`src/rtl/fmpd_pkg.sv`:
```
package fmpd_pkg;

  localparam int SAMPLE_WIDTH    = 16;
  localparam int ANGLE_FRAC_BITS = 12;
  localparam int ANGLE_WIDTH     = 16;

  localparam int MAG_W  = SAMPLE_WIDTH + 1;
  localparam int SUM_W  = SAMPLE_WIDTH + 2;
  localparam int REM_W  = SAMPLE_WIDTH + 2;
  localparam int QUOT_W = ANGLE_FRAC_BITS + 1;
  localparam int CNT_W  = $clog2(QUOT_W);
  localparam int R_W    = ANGLE_FRAC_BITS + 2;
  localparam int M_W    = ANGLE_FRAC_BITS + 3;
  localparam int K_W    = 30;
  localparam int PROD_W = M_W + K_W;

  // pi/4 in Q30
  localparam logic [K_W-1:0] PI4_Q30 = 30'd843314857;

  localparam logic FUNC_SAMPLE = 1'b0;
  localparam logic FUNC_SYNC   = 1'b1;

  typedef logic signed [SAMPLE_WIDTH-1:0] sample_t;
  typedef logic signed [ANGLE_WIDTH-1:0]  angle_t;
  typedef logic [MAG_W-1:0]               mag_t;
  typedef logic [QUOT_W-1:0]              quot_t;

  typedef struct packed {
    logic start;
    mag_t num;
    mag_t den;
  } div_req_t;

  typedef struct packed {
    logic  done;
    quot_t quot;
  } div_rsp_t;

endpackage

```
`src/rtl/fmpd_ifs.sv`:
```
interface fmpd_in_if;
  import fmpd_pkg::*;
  logic    valid;
  logic    ready;
  logic    func;
  sample_t sample_i;
  sample_t sample_q;
  modport source (output valid, func, sample_i, sample_q, input ready);
  modport sink (input valid, func, sample_i, sample_q, output ready);
endinterface

interface fmpd_out_if;
  import fmpd_pkg::*;
  logic   valid;
  logic   ready;
  angle_t demod_out;
  modport source (output valid, demod_out, input ready);
  modport sink (input valid, demod_out, output ready);
endinterface

interface fmpd_cfg_if;
  logic valid;
  logic ready;
  logic emit_angle;
  modport source (output valid, emit_angle, input ready);
  modport sink (input valid, emit_angle, output ready);
endinterface

```
`src/rtl/fmpd_div.sv`:
```
module fmpd_div (
  input  logic             clk,
  input  logic             rst,
  input  fmpd_pkg::div_req_t req,
  output fmpd_pkg::div_rsp_t rsp
);
  import fmpd_pkg::*;

  logic             busy;
  logic             done;
  logic [CNT_W-1:0] cnt;
  logic [REM_W-1:0] rem;
  mag_t             den;
  quot_t            quot;

  logic [REM_W-1:0] den_ext;
  logic [REM_W-1:0] rem_sub;
  logic [REM_W-1:0] rem_sel;
  logic             fit;

  // restoring radix-2: |num| <= den, so the first step yields the integer bit
  assign den_ext = REM_W'(den);
  assign fit     = rem >= den_ext;
  assign rem_sub = rem - den_ext;
  assign rem_sel = fit ? rem_sub : rem;

  always_ff @(posedge clk) begin
    if (rst) begin
      busy <= 1'b0;
      done <= 1'b0;
    end else begin
      done <= 1'b0;
      if (req.start) begin
        busy <= 1'b1;
      end else if (busy && cnt == '0) begin
        busy <= 1'b0;
        done <= 1'b1;
      end
    end
  end

  always_ff @(posedge clk) begin
    if (req.start) begin
      rem <= REM_W'(req.num);
      den <= req.den;
      cnt <= CNT_W'(ANGLE_FRAC_BITS);
    end else if (busy) begin
      rem  <= {rem_sel[REM_W-2:0], 1'b0};
      quot <= {quot[QUOT_W-2:0], fit};
      cnt  <= cnt - 1'b1;
    end
  end

  assign rsp.done = done;
  assign rsp.quot = quot;

endmodule

```
`src/rtl/fm_phase_discriminator_top.sv`:
```
// Channel   Dir  Beat payload
// cfg       in   emit_angle (1 = raw angle, 0 = angle difference)
// samples   in   func, sample_i (y), sample_q (x)
// demod     out  demod_out, Q4.12 radians
//
// Sample beat: result passes S_PREP, the 13-step radix-2 divide (ANGLE_FRAC_BITS + 1),
// S_MUL, S_FIN and S_OUT; the next sample is accepted only back in S_IDLE.
// Sync beat: no result. cfg is always ready.
// rst is synchronous; clears state, emit_angle and the stored angle.
// A demod beat not yet taken holds the next result in the last state until taken.
module fm_phase_discriminator_top (
  input logic         clk,
  input logic         rst,
  fmpd_cfg_if.sink    cfg,
  fmpd_in_if.sink     samples,
  fmpd_out_if.source  demod
);
  import fmpd_pkg::*;

  typedef enum logic [5:0] {
    S_IDLE = 6'b000001,
    S_PREP = 6'b000010,
    S_DIV  = 6'b000100,
    S_MUL  = 6'b001000,
    S_FIN  = 6'b010000,
    S_OUT  = 6'b100000
  } state_t;

  localparam logic signed [R_W-1:0]   R_ONE   = R_W'(2**ANGLE_FRAC_BITS);
  localparam logic signed [R_W+1:0]   BASE_1  = (R_W+2)'(2**ANGLE_FRAC_BITS);
  localparam logic signed [R_W+1:0]   BASE_3  = (R_W+2)'(3 * 2**ANGLE_FRAC_BITS);
  localparam logic [PROD_W-1:0]       RND     = PROD_W'(1) << (K_W - 1);
  localparam logic signed [ANGLE_WIDTH:0] SAT_HI = (ANGLE_WIDTH+1)'(2**(ANGLE_WIDTH-1) - 1);
  localparam logic signed [ANGLE_WIDTH:0] SAT_LO = -(ANGLE_WIDTH+1)'(2**(ANGLE_WIDTH-1));

  state_t state;
  logic   emit_angle;
  sample_t y_reg;
  sample_t x_reg;
  logic   num_neg;
  logic   zero;
  logic [M_W-1:0]    m;
  logic [PROD_W-1:0] prod;
  angle_t angle;
  angle_t prev_angle;
  logic   out_valid;
  angle_t out_data;

  div_req_t div_req;
  div_rsp_t div_rsp;

  logic signed [SUM_W-1:0] xs, ys, ays, num_s, den_s, an_s;
  logic signed [R_W-1:0]   q_s, r_s;
  logic signed [R_W+1:0]   m_s;
  logic [M_W-1:0]          m_next;
  logic [PROD_W-1:0]       rnd_sum;
  logic [ANGLE_WIDTH-1:0]  mag_a;
  logic signed [ANGLE_WIDTH:0] diff;
  angle_t diff_sat;
  logic   load_out;

  assign cfg.ready     = 1'b1;
  assign samples.ready = (state == S_IDLE);
  assign demod.valid   = out_valid;
  assign demod.demod_out = out_data;

  always_ff @(posedge clk) begin
    if (rst) begin
      emit_angle <= 1'b0;
    end else if (cfg.valid) begin
      emit_angle <= cfg.emit_angle;
    end
  end

  // operand setup for the divide
  always_comb begin
    xs    = SUM_W'(x_reg);
    ys    = SUM_W'(y_reg);
    ays   = y_reg[SAMPLE_WIDTH-1] ? -ys : ys;
    num_s = x_reg[SAMPLE_WIDTH-1] ? xs + ays : xs - ays;
    den_s = x_reg[SAMPLE_WIDTH-1] ? ays - xs : xs + ays;
    an_s  = num_s[SUM_W-1] ? -num_s : num_s;
  end

  assign div_req.start = (state == S_PREP);
  assign div_req.num   = an_s[MAG_W-1:0];
  assign div_req.den   = den_s[MAG_W-1:0];

  fmpd_div u_div (
    .clk (clk),
    .rst (rst),
    .req (div_req),
    .rsp (div_rsp)
  );

  always_comb begin
    q_s    = $signed({1'b0, div_rsp.quot});
    r_s    = zero ? -R_ONE : (num_neg ? -q_s : q_s);
    m_s    = (x_reg[SAMPLE_WIDTH-1] ? BASE_3 : BASE_1) - (R_W+2)'(r_s);
    m_next = m_s[R_W+1] ? '0 : m_s[M_W-1:0];
  end

  assign rnd_sum = prod + RND;
  assign mag_a   = ANGLE_WIDTH'(rnd_sum[PROD_W-1:K_W]);

  always_comb begin
    diff = (ANGLE_WIDTH+1)'(angle) - (ANGLE_WIDTH+1)'(prev_angle);
    if (diff > SAT_HI) begin
      diff_sat = SAT_HI[ANGLE_WIDTH-1:0];
    end else if (diff < SAT_LO) begin
      diff_sat = SAT_LO[ANGLE_WIDTH-1:0];
    end else begin
      diff_sat = diff[ANGLE_WIDTH-1:0];
    end
  end

  assign load_out = (state == S_OUT) && (!out_valid || demod.ready);

  always_ff @(posedge clk) begin
    if (rst) begin
      state      <= S_IDLE;
      prev_angle <= '0;
    end else begin
      unique case (state)
        S_IDLE: begin
          if (samples.valid) begin
            if (samples.func == FUNC_SYNC) begin
              prev_angle <= '0;
            end else begin
              state <= S_PREP;
            end
          end
        end
        S_PREP: state <= S_DIV;
        S_DIV: begin
          if (div_rsp.done) begin
            state <= S_MUL;
          end
        end
        S_MUL: state <= S_FIN;
        S_FIN: state <= S_OUT;
        S_OUT: begin
          if (load_out) begin
            prev_angle <= angle;
            state      <= S_IDLE;
          end
        end
        default: state <= S_IDLE;
      endcase
    end
  end

  always_ff @(posedge clk) begin
    if (state == S_IDLE && samples.valid) begin
      y_reg <= samples.sample_i;
      x_reg <= samples.sample_q;
    end
    if (state == S_PREP) begin
      num_neg <= num_s[SUM_W-1];
      zero    <= (den_s == '0);
    end
    if (state == S_DIV && div_rsp.done) begin
      m <= m_next;
    end
    if (state == S_MUL) begin
      prod <= PROD_W'(m) * PROD_W'(PI4_Q30);
    end
    if (state == S_FIN) begin
      angle <= y_reg[SAMPLE_WIDTH-1] ? -mag_a : mag_a;
    end
    if (load_out) begin
      out_data <= emit_angle ? angle : diff_sat;
    end
  end

  always_ff @(posedge clk) begin
    if (rst) begin
      out_valid <= 1'b0;
    end else if (load_out) begin
      out_valid <= 1'b1;
    end else if (demod.ready) begin
      out_valid <= 1'b0;
    end
  end

endmodule

```
`src/flat_wrapper.sv`:
```
// flat-port wrapper written by rule: the top's interface ports become plain ports
module fm_phase_discriminator_top_flat import fmpd_pkg::*;
  (clk, rst, cfg_valid, cfg_emit_angle, cfg_ready, samples_valid, samples_func, samples_sample_i, samples_sample_q, samples_ready, demod_valid, demod_demod_out, demod_ready);
  fmpd_cfg_if cfg_i ();
  fmpd_in_if samples_i ();
  fmpd_out_if demod_i ();
  input logic clk;
  input logic rst;
  input wire logic [$bits(cfg_i.valid)-1:0] cfg_valid;
  input wire logic [$bits(cfg_i.emit_angle)-1:0] cfg_emit_angle;
  output wire logic [$bits(cfg_i.ready)-1:0] cfg_ready;
  input wire logic [$bits(samples_i.valid)-1:0] samples_valid;
  input wire logic [$bits(samples_i.func)-1:0] samples_func;
  input wire logic [$bits(samples_i.sample_i)-1:0] samples_sample_i;
  input wire logic [$bits(samples_i.sample_q)-1:0] samples_sample_q;
  output wire logic [$bits(samples_i.ready)-1:0] samples_ready;
  output wire logic [$bits(demod_i.valid)-1:0] demod_valid;
  output wire logic [$bits(demod_i.demod_out)-1:0] demod_demod_out;
  input wire logic [$bits(demod_i.ready)-1:0] demod_ready;
  assign cfg_i.valid = cfg_valid;
  assign cfg_i.emit_angle = cfg_emit_angle;
  assign cfg_ready = cfg_i.ready;
  assign samples_i.valid = samples_valid;
  assign samples_i.func = samples_func;
  assign samples_i.sample_i = samples_sample_i;
  assign samples_i.sample_q = samples_sample_q;
  assign samples_ready = samples_i.ready;
  assign demod_valid = demod_i.valid;
  assign demod_demod_out = demod_i.demod_out;
  assign demod_i.ready = demod_ready;
  fm_phase_discriminator_top u_core (.clk(clk), .rst(rst), .cfg(cfg_i), .samples(samples_i), .demod(demod_i));
endmodule
```
`config.mk`:
```
export PLATFORM = sky130hd
export DESIGN_NAME = fm_phase_discriminator_top_flat
export DESIGN_NICKNAME = d
export VERILOG_FILES = /design/src/rtl/fmpd_pkg.sv /design/src/rtl/fmpd_ifs.sv /design/src/rtl/fmpd_div.sv /design/src/rtl/fm_phase_discriminator_top.sv /design/src/flat_wrapper.sv
export SDC_FILE = /design/constraint.sdc
export NUM_CORES = 1
export LEC_CHECK = 0
export BUFFER_PORTS_ARGS = -buffer_cell sky130_fd_sc_hd__buf_2
export CAP_MARGIN = 25
export CORE_AREA = 2 2 166 168
export CTS_CLUSTER_DIAMETER = 30
export DETAILED_ROUTE_END_ITERATION = 7
export DIE_AREA = 0 0 168 170
export PLACE_DENSITY = 0.88
export SYNTH_ARGS = -nofsm -noshare
export SYNTH_HDL_FRONTEND = slang
export SYNTH_SLANG_ARGS = --single-unit
```
`constraint.sdc`:
```
create_clock -name clk -period 11 [get_ports clk]
set_clock_uncertainty 0.2 [all_clocks]
set_input_delay 2.2 -clock clk [delete_from_list [all_inputs] [get_ports clk]]
set_output_delay 2.2 -clock clk [all_outputs]
set_load 0.01 [all_outputs]
```
==> impl_metrics.csv <==
group,metric,value,unit
outcome,status,"complete, no violations",
final_layout,stdcell_count,2314,
sta,period_share,66.1,%
synth,synth-compound-area-share,12.9,%
die,die_h,170,µm
synth,synth_edf_count,144,
synth,synthMuxAreaShare,1.16,%
route,drt_iter0_drc,1198,
final_layout,syn_to_final_growth,6.45,%
clocking,cts_sinks,175,
final_layout,most-common-layout-cells,"inv_1 (332), ha_1 (259), edfxtp_1 (144), fa_1 (143), nor2_1 (126)",
synth,synth_xor_area_share,6.94,%
route,num_vias,13900,
synth,synthCells,1917,
sta,hold_viol,0,
final_layout,largest_reg_flops,18,
global_route,grt_overflow,0,
clocking,ctsHoldBuffers,0,
synth,synth.yosys.warnings,0,
clocking,clkLatencyLatePin,0.44,ns
global_route,grtUsageTotal,30.4,%
route,drt_wl_total,41800,µm
critical_path,rr_worst_depth,22,
pwr,p_per_area,172,nW/µm²
pwr,max-vdd-ir-drop,0.107,mV
sta,fin_crit,7.28,ns
synth,seq_area_frac_synth,26.7,%
sta,setup_viol,0,
clocking,cts_buffers,17,
die,start_util,69.6,%
synth,syn_area,18500,µm²
critical_path,end_kind,"flop",
clocking,cts-root-buf,"clkbuf_16",
route,wl_per_cell,18.0,µm
die,num_rows,60,
synth,avgSynthCellArea,9.68,µm²
critical_path,start_kind,"flop",
critical_path,cp_slowest_cell,"fa_1",
critical_path,arrival,7.25,ns
global_route,grt_pass1_vias,14100,
sta,rsz0062_at_grt,"no",
route,final_antenna_net_count,0,
pwr,leakagePower,8.96,nW
clocking,post_cts_buffers,0,
global_route,grt_max_degree,47,
route,drc_errors,0,
route,vias_per_cell,6.00,
synth,synth_simple_gate_area_share,10.8,%
critical_path,crit_end,"u_core.prod[44]$_DFFE_PN_",
critical_path,critical_path.cell_chain,"fa_1, inv_1, fa_1, inv_1, fa_1, inv_1, fa_1, inv_1, fa_1, ha_1, ha_1, nand4_1, nor2_1, o211ai_1, a211o_1, o21ai_0, nor2_1, o31a_1, nor2b_1, o21ai_0, o31ai_1, xnor2_1",
critical_path,cp_common_cell,"fa_1",
final_layout,nNetsFinal,2401,
synth,synth_top_family_by_area,"adder cells",
global_route,grt_pass1_wl,69100,µm
sta,max_freq,0.137,GHz
synth,yosys_register_bits,175,
synth,ys_async_sr_fraction,0,%
critical_path,cp_data_required_time,10.98,ns
die,chipWidth,168,µm
placed_design,dp_hpwl,33200,µm
die,die_area,28600,µm²
flow_run,cap_violations,0,
critical_path,max_stage_delay,0.63,ns
global_route,antenna_found_initial,0,
clocking,cts.clk_slew.worst_paths,0.08,ns
final_layout,drive_above_1_share,6.54,%
critical_path,regToRegEndpoint,"u_core.prod[44]$_DFFE_PN_",
sta,tightest_slew,0.887,ns
hold_path,hp-class,"flop to flop",
final_layout,reg_top3,"u_core.u_div.rem: 18 flops, u_core.u_div.den: 17 flops",
critical_path,crit_type,"flop to flop",
synth,synth_flop_cell,"edfxtp_1",
clocking,clk_path_buf_depth,2,
placed_design,place_congestion,1.01,
placed_design,place_inst,2279,
final_layout,largest_register,"u_core.u_div.rem",
die,io_pins,58,
clocking,htreeDepth,4,
synth,synth_fa_ha_area_share,33.7,%
sta,relSlewSlack,40.9,%
sta,tns,0,ns
final_layout,num_antenna_cells,0,
clocking,tritoncts,"yes",
critical_path,r2r_slack,3.73,ns
sta,maxSlewViolCount,0,
critical_path,regToRegStartpoint,"u_core.m[11]$_SDFFCE_PP0P_",
route,first_pass_iters,5,
critical_path,startpoint,"u_core.m[11]$_SDFFCE_PP0P_",
critical_path,cp_max_fo,9,
clocking,post_cts_resized,0,
final_layout,final_common_cell,"inv_1",
die,core,26700,µm²
placed_design,portBuffers,56,
synth,synth_cell_types,77,
[final cells by class]
class                           instances  area (µm²)
Multi-Input combinational cell       1365       12200
Tap cell                              341         427
Fill cell                            1766        6910
Timing Repair Buffer                   68         378
Sequential cell                       175        4940
Inverter                              333        1250
Clock inverter                         14         145
Clock buffer                           18         429
[how the worst min path moves through the flow]
| stage | cells past startpoint | to | slack [ns] | from |
|---|---|---|---|---|
| 2_1_floorplan | 2 | u_core.state[3]$_SDFFE_PP0P_ | 0.24 | u_core.u_div.done$_SDFF_PP0_ |
| 3_3_place_gp | 2 | u_core.state[3]$_SDFFE_PP0P_ | 0.25 | u_core.u_div.done$_SDFF_PP0_ |
| 3_5_place_dp | 2 | u_core.state[3]$_SDFFE_PP0P_ | 0.26 | u_core.u_div.done$_SDFF_PP0_ |
| 4_1_cts | 2 | u_core.state[3]$_SDFFE_PP0P_ | 0.30 | u_core.u_div.done$_SDFF_PP0_ |
| 5_1_grt | 2 | u_core.state[3]$_SDFFE_PP0P_ | 0.32 | u_core.u_div.done$_SDFF_PP0_ |
| 6_report | 2 | u_core.state[3]$_SDFFE_PP0P_ | 0.29 | u_core.u_div.done$_SDFF_PP0_ |
[cells by family after synthesis]
family	Yosys count
compound gates	370
xor+xnor	147
fa+ha+maj	417
buf+inv	380
flops	175
mux	21
other cells	2
simple gates	405
[critical path, delay by kind of cell (launching register included)]
family	cells	cell delay [ns]
flip-flops	1	0.62
AND/OR/NAND/NOR	4	0.80
adder cells (fa/ha/maj)	7	3.35
buffers and inverters	4	0.30
XOR/XNOR	1	0.11
AO/OA/AOI/OAI	6	1.62
[Yosys cell counts (19+ instances only)]
library cell | instances | area [µm²]
a21o_1 | 24 | 180
a21oi_1 | 90 | 450
a22oi_1 | 20 | 150
clkbuf_1 | 35 | 131
dfxtp_1 | 31 | 621
edfxtp_1 | 144 | 4320
fa_1 | 143 | 2860
ha_1 | 259 | 3240
inv_1 | 332 | 1250
nand2_1 | 84 | 315
nand2b_1 | 19 | 119
nand3_1 | 26 | 130
nor2_1 | 126 | 473
nor2b_1 | 23 | 144
nor3_1 | 37 | 185
o21ai_0 | 97 | 485
xnor2_1 | 98 | 858
xor2_1 | 49 | 429
[power by group]
group          leakage [nW]  switching, mW  internal [mW]
combinational          7.12           1.13          0.728
sequential             1.56         0.0705          0.868
clock                 0.276          0.301          0.302
total                  8.96           1.51           1.90
[metal layers]
layer	GRT usage (%)	routed length, µm	up-vias
met1	39.1	17600	6658
met3	3.86	2690	105
met2	53.0	20100	513
met4	11.0	1360	0
li1	-	-	6599
met5	0	0	-
[stage by stage]
| step | hold WS, ns | setup WS (ns) | utilization [%] | cell area, µm² | power [mW] |
|---|---|---|---|---|---|
| 2_1_floorplan | 0.236 | 4.58 | - | 18600 | 2.36 |
| 3_3_place_gp | 0.249 | 4.11 | 71.8 | 19100 | 2.68 |
| 3_5_place_dp | 0.260 | 3.90 | 71.8 | 19100 | 2.74 |
| 4_1_cts | 0.295 | 3.81 | 74.0 | 19700 | 3.36 |
| 5_1_grt | 0.325 | 3.34 | 74.1 | 19700 | 3.63 |
| 6_report | 0.290 | 3.73 | 74.1 | 19700 | 3.40 |
Note: power is estimated with default switching activity, not from simulation.
